[src/rtl/ctgu_pkg.sv]
// Shared opcodes and field widths for the Clifford tableau gate update block.
package ctgu_pkg;

  localparam int unsigned OP_W     = 4;
  localparam int unsigned QUBIT_W  = 4;
  localparam int unsigned COLUMN_W = 5;
  localparam int unsigned RD_W     = 16;

  localparam logic [OP_W-1:0] OP_X    = 4'd0;
  localparam logic [OP_W-1:0] OP_Z    = 4'd1;
  localparam logic [OP_W-1:0] OP_S    = 4'd2;
  localparam logic [OP_W-1:0] OP_SDG  = 4'd3;
  localparam logic [OP_W-1:0] OP_H    = 4'd4;
  localparam logic [OP_W-1:0] OP_V    = 4'd5;
  localparam logic [OP_W-1:0] OP_CX   = 4'd6;
  localparam logic [OP_W-1:0] OP_CZ   = 4'd7;
  localparam logic [OP_W-1:0] OP_SWAP = 4'd8;
  localparam logic [OP_W-1:0] OP_READ = 4'd9;

endpackage

[src/rtl/clifford_tableau_gate_update.sv]
// Path: an accepted request is held in the input register, then in the result register, which drives the result port.
// Throughput: one request per cycle; the input register and the result
// register advance together whenever the result register is empty or drained.
// The gate logic on two row pairs and the sign word sets the cycle.
// Reset (rst_n low, synchronous): tableau back to identity, signs cleared,
// both pipeline registers emptied.
module clifford_tableau_gate_update #(
  parameter int unsigned NUM_QUBITS = 16
) (
  input  logic        clk,
  input  logic        rst_n,
  input  logic        in_tvalid,
  output logic        in_tready,
  input  logic [15:0] in_tdata,   // [3:0] qubit_a, [7:4] qubit_b, [12:8] column, zero fill
  input  logic [3:0]  in_tuser,   // [3:0] op
  output logic        out_tvalid,
  input  logic        out_tready,
  output logic [39:0] out_tdata,  // [15:0] z_column, [31:16] x_column, [32] sign, zero fill
  output logic [0:0]  out_tuser   // [0] error
);

  localparam int unsigned ROW_W = 2 * NUM_QUBITS;
  localparam int unsigned COL_W = $clog2(ROW_W);
  localparam int unsigned Q_W   = $clog2(NUM_QUBITS);
  localparam int unsigned RD_Q  = (NUM_QUBITS < ctgu_pkg::RD_W) ? NUM_QUBITS : ctgu_pkg::RD_W;

  logic [ROW_W-1:0] z_rows_r [NUM_QUBITS];
  logic [ROW_W-1:0] x_rows_r [NUM_QUBITS];
  logic [ROW_W-1:0] sign_r;

  logic                          s1_v_r;
  logic [ctgu_pkg::OP_W-1:0]     s1_op_r;
  logic [ctgu_pkg::QUBIT_W-1:0]  s1_a_r;
  logic [ctgu_pkg::QUBIT_W-1:0]  s1_b_r;
  logic [ctgu_pkg::COLUMN_W-1:0] s1_col_r;

  logic        out_v_r;
  logic [15:0] out_z_r;
  logic [15:0] out_x_r;
  logic        out_s_r;
  logic        out_err_r;

  logic advance;
  logic in_fire;

  logic [5:0]       a_ext;
  logic [5:0]       b_ext;
  logic [6:0]       col_ext;
  logic [Q_W-1:0]   a_idx;
  logic [Q_W-1:0]   b_idx;
  logic [COL_W-1:0] col_idx;
  logic             a_ok;
  logic             b_ok;
  logic             col_ok;

  logic [ROW_W-1:0] za;
  logic [ROW_W-1:0] xa;
  logic [ROW_W-1:0] zb;
  logic [ROW_W-1:0] xb;
  logic [ROW_W-1:0] s;
  logic             we_a;
  logic             we_b;
  logic             err_c;
  logic             rd_c;
  logic [15:0]      rd_z;
  logic [15:0]      rd_x;
  logic             rd_s;

  assign advance   = s1_v_r && (!out_v_r || out_tready);
  assign in_tready = !s1_v_r || advance;
  assign in_fire   = in_tvalid && in_tready;

  assign a_ext   = {2'b00, s1_a_r};
  assign b_ext   = {2'b00, s1_b_r};
  assign col_ext = {2'b00, s1_col_r};
  assign a_idx   = a_ext[Q_W-1:0];
  assign b_idx   = b_ext[Q_W-1:0];
  assign col_idx = col_ext[COL_W-1:0];
  assign a_ok    = a_ext < 6'(NUM_QUBITS);
  assign b_ok    = b_ext < 6'(NUM_QUBITS);
  assign col_ok  = col_ext < 7'(ROW_W);

  // Gate logic: every column at once, multi-step gates chained in order.
  always_comb begin
    za    = z_rows_r[a_idx];
    xa    = x_rows_r[a_idx];
    zb    = z_rows_r[b_idx];
    xb    = x_rows_r[b_idx];
    s     = sign_r;
    we_a  = 1'b0;
    we_b  = 1'b0;
    err_c = 1'b0;
    rd_c  = 1'b0;
    case (s1_op_r)
      ctgu_pkg::OP_X: begin
        if (a_ok) s = s ^ za;
      end
      ctgu_pkg::OP_Z: begin
        if (a_ok) s = s ^ xa;
      end
      ctgu_pkg::OP_S: begin
        if (a_ok) begin
          s    = s ^ (za & xa);
          za   = za ^ xa;
          we_a = 1'b1;
        end
      end
      ctgu_pkg::OP_SDG: begin
        // three S steps fold to one update
        if (a_ok) begin
          s    = s ^ (~za & xa);
          za   = za ^ xa;
          we_a = 1'b1;
        end
      end
      ctgu_pkg::OP_H: begin
        if (a_ok) begin
          s    = s ^ (xa & za);
          za   = x_rows_r[a_idx];
          xa   = z_rows_r[a_idx];
          we_a = 1'b1;
        end
      end
      ctgu_pkg::OP_V: begin
        if (a_ok) begin
          s    = s ^ (~xa & za);
          xa   = xa ^ za;
          we_a = 1'b1;
        end
      end
      ctgu_pkg::OP_CX: begin
        if (s1_a_r == s1_b_r) begin
          err_c = 1'b1;
        end else if (a_ok && b_ok) begin
          s    = s ^ ((~za ^ xb) & zb & xa);
          za   = za ^ zb;
          xb   = xb ^ xa;
          we_a = 1'b1;
          we_b = 1'b1;
        end
      end
      ctgu_pkg::OP_CZ: begin
        if (s1_a_r == s1_b_r) begin
          err_c = 1'b1;
        end else if (a_ok && b_ok) begin
          s    = s ^ (za & xa);
          za   = za ^ xa;
          s    = s ^ (zb & xb);
          zb   = zb ^ xb;
          s    = s ^ ((~za ^ xb) & zb & xa);
          za   = za ^ zb;
          xb   = xb ^ xa;
          s    = s ^ (zb & xb);
          zb   = zb ^ xb;
          s    = s ^ xb;
          s    = s ^ ((~za ^ xb) & zb & xa);
          za   = za ^ zb;
          xb   = xb ^ xa;
          we_a = 1'b1;
          we_b = 1'b1;
        end
      end
      ctgu_pkg::OP_SWAP: begin
        if (s1_a_r == s1_b_r) begin
          err_c = 1'b1;
        end else if (a_ok && b_ok) begin
          s    = s ^ ((~zb ^ xa) & za & xb);
          zb   = zb ^ za;
          xa   = xa ^ xb;
          s    = s ^ ((~za ^ xb) & zb & xa);
          za   = za ^ zb;
          xb   = xb ^ xa;
          s    = s ^ ((~zb ^ xa) & za & xb);
          zb   = zb ^ za;
          xa   = xa ^ xb;
          we_a = 1'b1;
          we_b = 1'b1;
        end
      end
      ctgu_pkg::OP_READ: begin
        rd_c = 1'b1;
      end
      default: begin
      end
    endcase
  end

  // Column read: one bit from each of the low qubits.
  always_comb begin
    rd_z = '0;
    rd_x = '0;
    rd_s = 1'b0;
    if (rd_c && col_ok) begin
      for (int i = 0; i < RD_Q; i++) begin
        rd_z[i] = z_rows_r[i][col_idx];
        rd_x[i] = x_rows_r[i][col_idx];
      end
      rd_s = sign_r[col_idx];
    end
  end

  always_ff @(posedge clk) begin
    if (!rst_n) begin
      for (int q = 0; q < NUM_QUBITS; q++) begin
        z_rows_r[q] <= ROW_W'(1) << q;
        x_rows_r[q] <= ROW_W'(1) << (q + NUM_QUBITS);
      end
      sign_r <= '0;
    end else if (advance) begin
      if (we_a) begin
        z_rows_r[a_idx] <= za;
        x_rows_r[a_idx] <= xa;
      end
      if (we_b) begin
        z_rows_r[b_idx] <= zb;
        x_rows_r[b_idx] <= xb;
      end
      sign_r <= s;
    end
  end

  always_ff @(posedge clk) begin
    if (!rst_n) begin
      s1_v_r <= 1'b0;
    end else if (in_tready) begin
      s1_v_r <= in_tvalid;
    end
  end

  always_ff @(posedge clk) begin
    if (in_fire) begin
      s1_op_r  <= in_tuser;
      s1_a_r   <= in_tdata[3:0];
      s1_b_r   <= in_tdata[7:4];
      s1_col_r <= in_tdata[12:8];
    end
  end

  always_ff @(posedge clk) begin
    if (!rst_n) begin
      out_v_r <= 1'b0;
    end else if (advance) begin
      out_v_r <= 1'b1;
    end else if (out_tready) begin
      out_v_r <= 1'b0;
    end
  end

  always_ff @(posedge clk) begin
    if (advance) begin
      out_z_r   <= rd_z;
      out_x_r   <= rd_x;
      out_s_r   <= rd_s;
      out_err_r <= err_c;
    end
  end

  assign out_tvalid = out_v_r;
  assign out_tdata  = {7'b0, out_s_r, out_x_r, out_z_r};
  assign out_tuser  = out_err_r;

  a_err_no_data: assert property (@(posedge clk) disable iff (!rst_n)
    (advance && err_c) |=> (out_z_r == 16'b0 && out_x_r == 16'b0 && !out_s_r))
    else $error("errored request returned column data");

  a_err_keeps_signs: assert property (@(posedge clk) disable iff (!rst_n)
    (advance && err_c) |=> $stable(sign_r))
    else $error("errored two-qubit gate changed the sign word");

  a_read_keeps_signs: assert property (@(posedge clk) disable iff (!rst_n)
    (advance && rd_c) |=> $stable(sign_r))
    else $error("column read changed the sign word");

  a_stall_only_full: assert property (@(posedge clk) disable iff (!rst_n)
    !in_tready |-> (s1_v_r && out_v_r && !out_tready))
    else $error("input stalled with room in the pipeline");

endmodule

[config.mk]
export PLATFORM = sky130hd
export DESIGN_NAME = clifford_tableau_gate_update
export DESIGN_NICKNAME = d
export VERILOG_FILES = /design/src/rtl/ctgu_pkg.sv /design/src/rtl/clifford_tableau_gate_update.sv
export SDC_FILE = /design/constraint.sdc
export NUM_CORES = 2
export LEC_CHECK = 0
export BUFFER_PORTS_ARGS = -buffer_cell sky130_fd_sc_hd__buf_4
export CAP_MARGIN = 40
export CORE_MARGIN = 5
export CORE_UTILIZATION = 30
export DETAILED_ROUTE_END_ITERATION = 6
export PLACE_DENSITY = 0.48
export SETUP_SLACK_MARGIN = 0.1
export SYNTH_ARGS = -nofsm -noshare
export SYNTH_HDL_FRONTEND = slang
export SYNTH_SLANG_ARGS = --single-unit
[constraint.sdc]
create_clock -name clk -period 12.7 [get_ports clk]
set_clock_uncertainty 0.15 [all_clocks]
set_input_delay 1.27 -clock clk [delete_from_list [all_inputs] [get_ports clk]]
set_output_delay 1.27 -clock clk [all_outputs]
set_load 0.005 [all_outputs]
==> flow_summary.yaml <==
outcome:
  status: "complete, but fails checks"
  violations: "design-rule violations"
drt:
  postRouteAntennaNets: 0
  wl_met1_um: 148300
  vias_per_cell: 6.990
  top_layer_used: "met5"
  drt_iter0_drc: 11130
  routed_wl_um: 395200
  wl_per_cell_um: 41.00
  firstDrtPassIters: 7
  met2_length_um: 174000
  num_vias: 67380
  dr_wl_met3_um: 50710
  drc_errors: 2
critical_path:
  path_max_fanout: 71
  required_ns: 12.97
  worstPathArrival_ns: 6.70
  critPathLaunchType: "flop"
  rr_startpoint: "s1_op_r[1]$_DFFE_PP_"
  cp-end-kind: "flop"
  worst-setup-path-type: "flop to flop"
  critPathLaunch: "s1_op_r[1]$_DFFE_PP_"
timing:
  period_share_pct: 50.64
  timing.fmax_mhz: 155.5
  setup_ws_ns: 6.268
  rsz0062_at_grt: "no"
  finalHoldViolCount: 0
  worst_pin_slew_ns: 1.109
  setup_violations: 0
  drv_slew: 0
  setup_tns_ns: 0
  period_minus_slack_ns: 6.432
  slew_headroom_pct: 26.06
floorplan:
  fp.dieArea_um2: 277800
  rows: 189
  start_util_pct: 30.20
  core_area_um2: 265600
  io-pin-count: 67
  die_x_um: 527.0
  die_h_um: 527.0
synth:
  avgSynthCellArea_um2: 12.83
  yosysSeqAreaShare_pct: 41.30
  ys_types: 111
  synth-edff-count: 1075
  synth_ff_type: "edfxtp_1"
  netlist_instances: 6250
  synthArstFlopShare_pct: 0
  ys_ff_latch: 1117
  yosysWarnings: 0
  netlist_area_um2: 80190
cts:
  clockRootBuffer: "clkbuf_16"
  postCtsSetupBuffers: 0
  ctsResizeCount: 0
  cts_buffer_depth: 4
  cts_tree: "yes"
  cts_buffers: 148
  h-tree-depth: 4
  cts.sinks: 1117
  clk_pin_slew_worst_paths_ns: 0.05
  clk_latency_ns: 0.87
  cts_hold_buf: 0
pwr:
  p_per_area_nw_per_um2: 140.9
  p_leak_nw: 29.53
  vdd_drop_max_uv: 95.31
  finalPower_mw: 12.72
finish:
  nets: 6123
  drive_above_1_share_pct: 29.26
  area_delta_synth_final_pct: 12.59
  layout_commonest_cell: "edfxtp_1"
  fill_cells: 25800
  fin_cells: 9639
  final_cell_mix: "edfxtp_1, o22ai_1, mux4_2"
min_path:
  min-delay-start: "s1_v_r$_SDFFE_PN0N_"
  hp-class: "flop to flop"
global_routing:
  grt_overflow: 0
  antenna_found_initial: 18
  grt_pass1_wl_um: 539400
  grt_max_degree: 109
  track_usage_pct: 27.29
  grt_pass1_vias: 63510
run:
  cap_violations: 0
placement:
  portBuffers: 56
  dpl.cell_count: 9380
  gp_congestion: 0.9634
  pre_cts_ws_ns: 6.083
  place.detailed.hpwl_um: 268600
-- worst max-delay path, stage by stage, from the launching register on --
cell      delay, ns
edfxtp_1       0.37
buf_4          0.30
nor4b_4        0.38
buf_12         0.40
nor2_1         0.16
nor2_1         0.12
buf_4          0.24
o21a_1         0.23
nand2_1        0.09
nor2_1         0.60
nand3_4        0.73
buf_4          0.62
nand3_4        0.68
buf_4          0.68
-- synthesized netlist by cell type (14+ instances only) --
| library cell | instances | share of area, % |
|---|---|---|
| xor2_1 | 49 | 0.54 |
| a21oi_1 | 167 | 1.0 |
| edfxtp_1 | 1075 | 40 |
| nor3_1 | 72 | 0.45 |
| o21ai_0 | 190 | 1.2 |
| o221ai_1 | 34 | 0.37 |
| inv_1 | 61 | 0.29 |
| nor4_1 | 18 | 0.14 |
| mux4_2 | 890 | 25 |
| nand2b_1 | 28 | 0.22 |
| a21oi_2 | 18 | 0.20 |
| nand4_1 | 19 | 0.15 |
| a221oi_2 | 21 | 0.39 |
| a22oi_1 | 110 | 1.0 |
| o32ai_1 | 18 | 0.20 |
| and2_1 | 15 | 0.12 |
| mux2_2 | 55 | 0.77 |
| clkbuf_1 | 439 | 2.1 |
| o211ai_1 | 35 | 0.33 |
| nor2b_1 | 35 | 0.27 |
| buf_6 | 36 | 0.51 |
| o22ai_1 | 1030 | 8.0 |
| ha_1 | 102 | 1.6 |
| o21ai_1 | 24 | 0.15 |
| nand3_1 | 71 | 0.44 |
| buf_4 | 50 | 0.47 |
| o211a_1 | 14 | 0.17 |
| xnor2_1 | 152 | 1.7 |
| o22ai_2 | 16 | 0.25 |
| buf_1 | 66 | 0.31 |
| a31oi_1 | 40 | 0.31 |
| nand2_1 | 261 | 1.2 |
| a211oi_1 | 23 | 0.22 |
| mux2i_1 | 179 | 2.2 |
| inv_2 | 18 | 0.084 |
| buf_2 | 190 | 1.2 |
| a21o_1 | 20 | 0.19 |
| dfxtp_1 | 42 | 1.0 |
| nor2_1 | 270 | 1.3 |
-- power by group --
group,switching (mW),internal [mW]
Combinational,2.59,1.44
Clock,1.79,2.56
Sequential,0.164,4.17
-- worst paths after layout --
kind              cells after the start  slack (ns)                    endpoint
hold / removal                        2        0.37     out_tvalid$_SDFFE_PN0P_
setup / recovery                     13        6.27  z_rows_r[13][18]$_DFFE_PP_
hold reg to reg                       2        0.37     out_tvalid$_SDFFE_PN0P_
setup reg to reg                     13        6.27  z_rows_r[13][18]$_DFFE_PP_
-- registers in the layout, indices dropped and copies added, names as in the netlist, named ones only --
register / flops
a_idx: 4
out_tvalid: 1
z_rows_r: 512
s1_op_r: 4
out_tuser: 1
col_idx: 5
b_idx: 4
x_rows_r: 512
out_s_r: 1
out_z_r: 16
s1_v_r: 1
sign_r: 32
out_x_r: 16
-- layout make-up --
type | count | area, um2 | share of cell area, %
clock inverter | 72 | 863.3 | 0.9562
sequential | 1117 | 33150 | 36.72
multi-input combinational | 4262 | 43670 | 48.37
clock buffer | 179 | 3925 | 4.347
antenna | 8 | 20.02 | 0.02217
tap | 3533 | 4420 | 4.896
inverter | 82 | 310.3 | 0.3437
timing repair buffer | 386 | 3926 | 4.348
-- stage by stage --
| step | hold slack, ns | cell area, um2 | utilization [%] |
|---|---|---|---|
| 3_3_place_gp | 0.3608 | 83990 | 31.63 |
| 5_1_grt | 0.3980 | 90280 | 33.99 |
| 4_1_cts | 0.3771 | 90270 | 33.99 |
| 2_1_floorplan | 0.3278 | 80220 | - |
| 3_5_place_dp | 0.3661 | 85480 | 32.19 |
| 6_report | 0.3737 | 90290 | 34.00 |
-- cell families (layout without fill, tap and decap cells) --
group	count (synthesis)	after routing	synth area share, %
muxes	1138	1138	28.28
adders and majority gates	102	102	1.591
and+or+nand+nor	880	880	5.174
buffers and inverters	877	719	5.197
DFF	1117	1117	41.30
AOI/OAI and AO/OA	1934	1934	16.26
xor gates and xnor gates	201	201	2.195
other	1	15	0.004676
-- per-layer routing --
layer / vias up / global-route usage (%)
li1: 25680 / -
met1: 35290 / 36.00
met2: 5441 / 41.55
met3: 953 / 8.013
met4: 18 / 12.36
met5: - / 0
No activity file was read; power rests on OpenSTA's default activity.
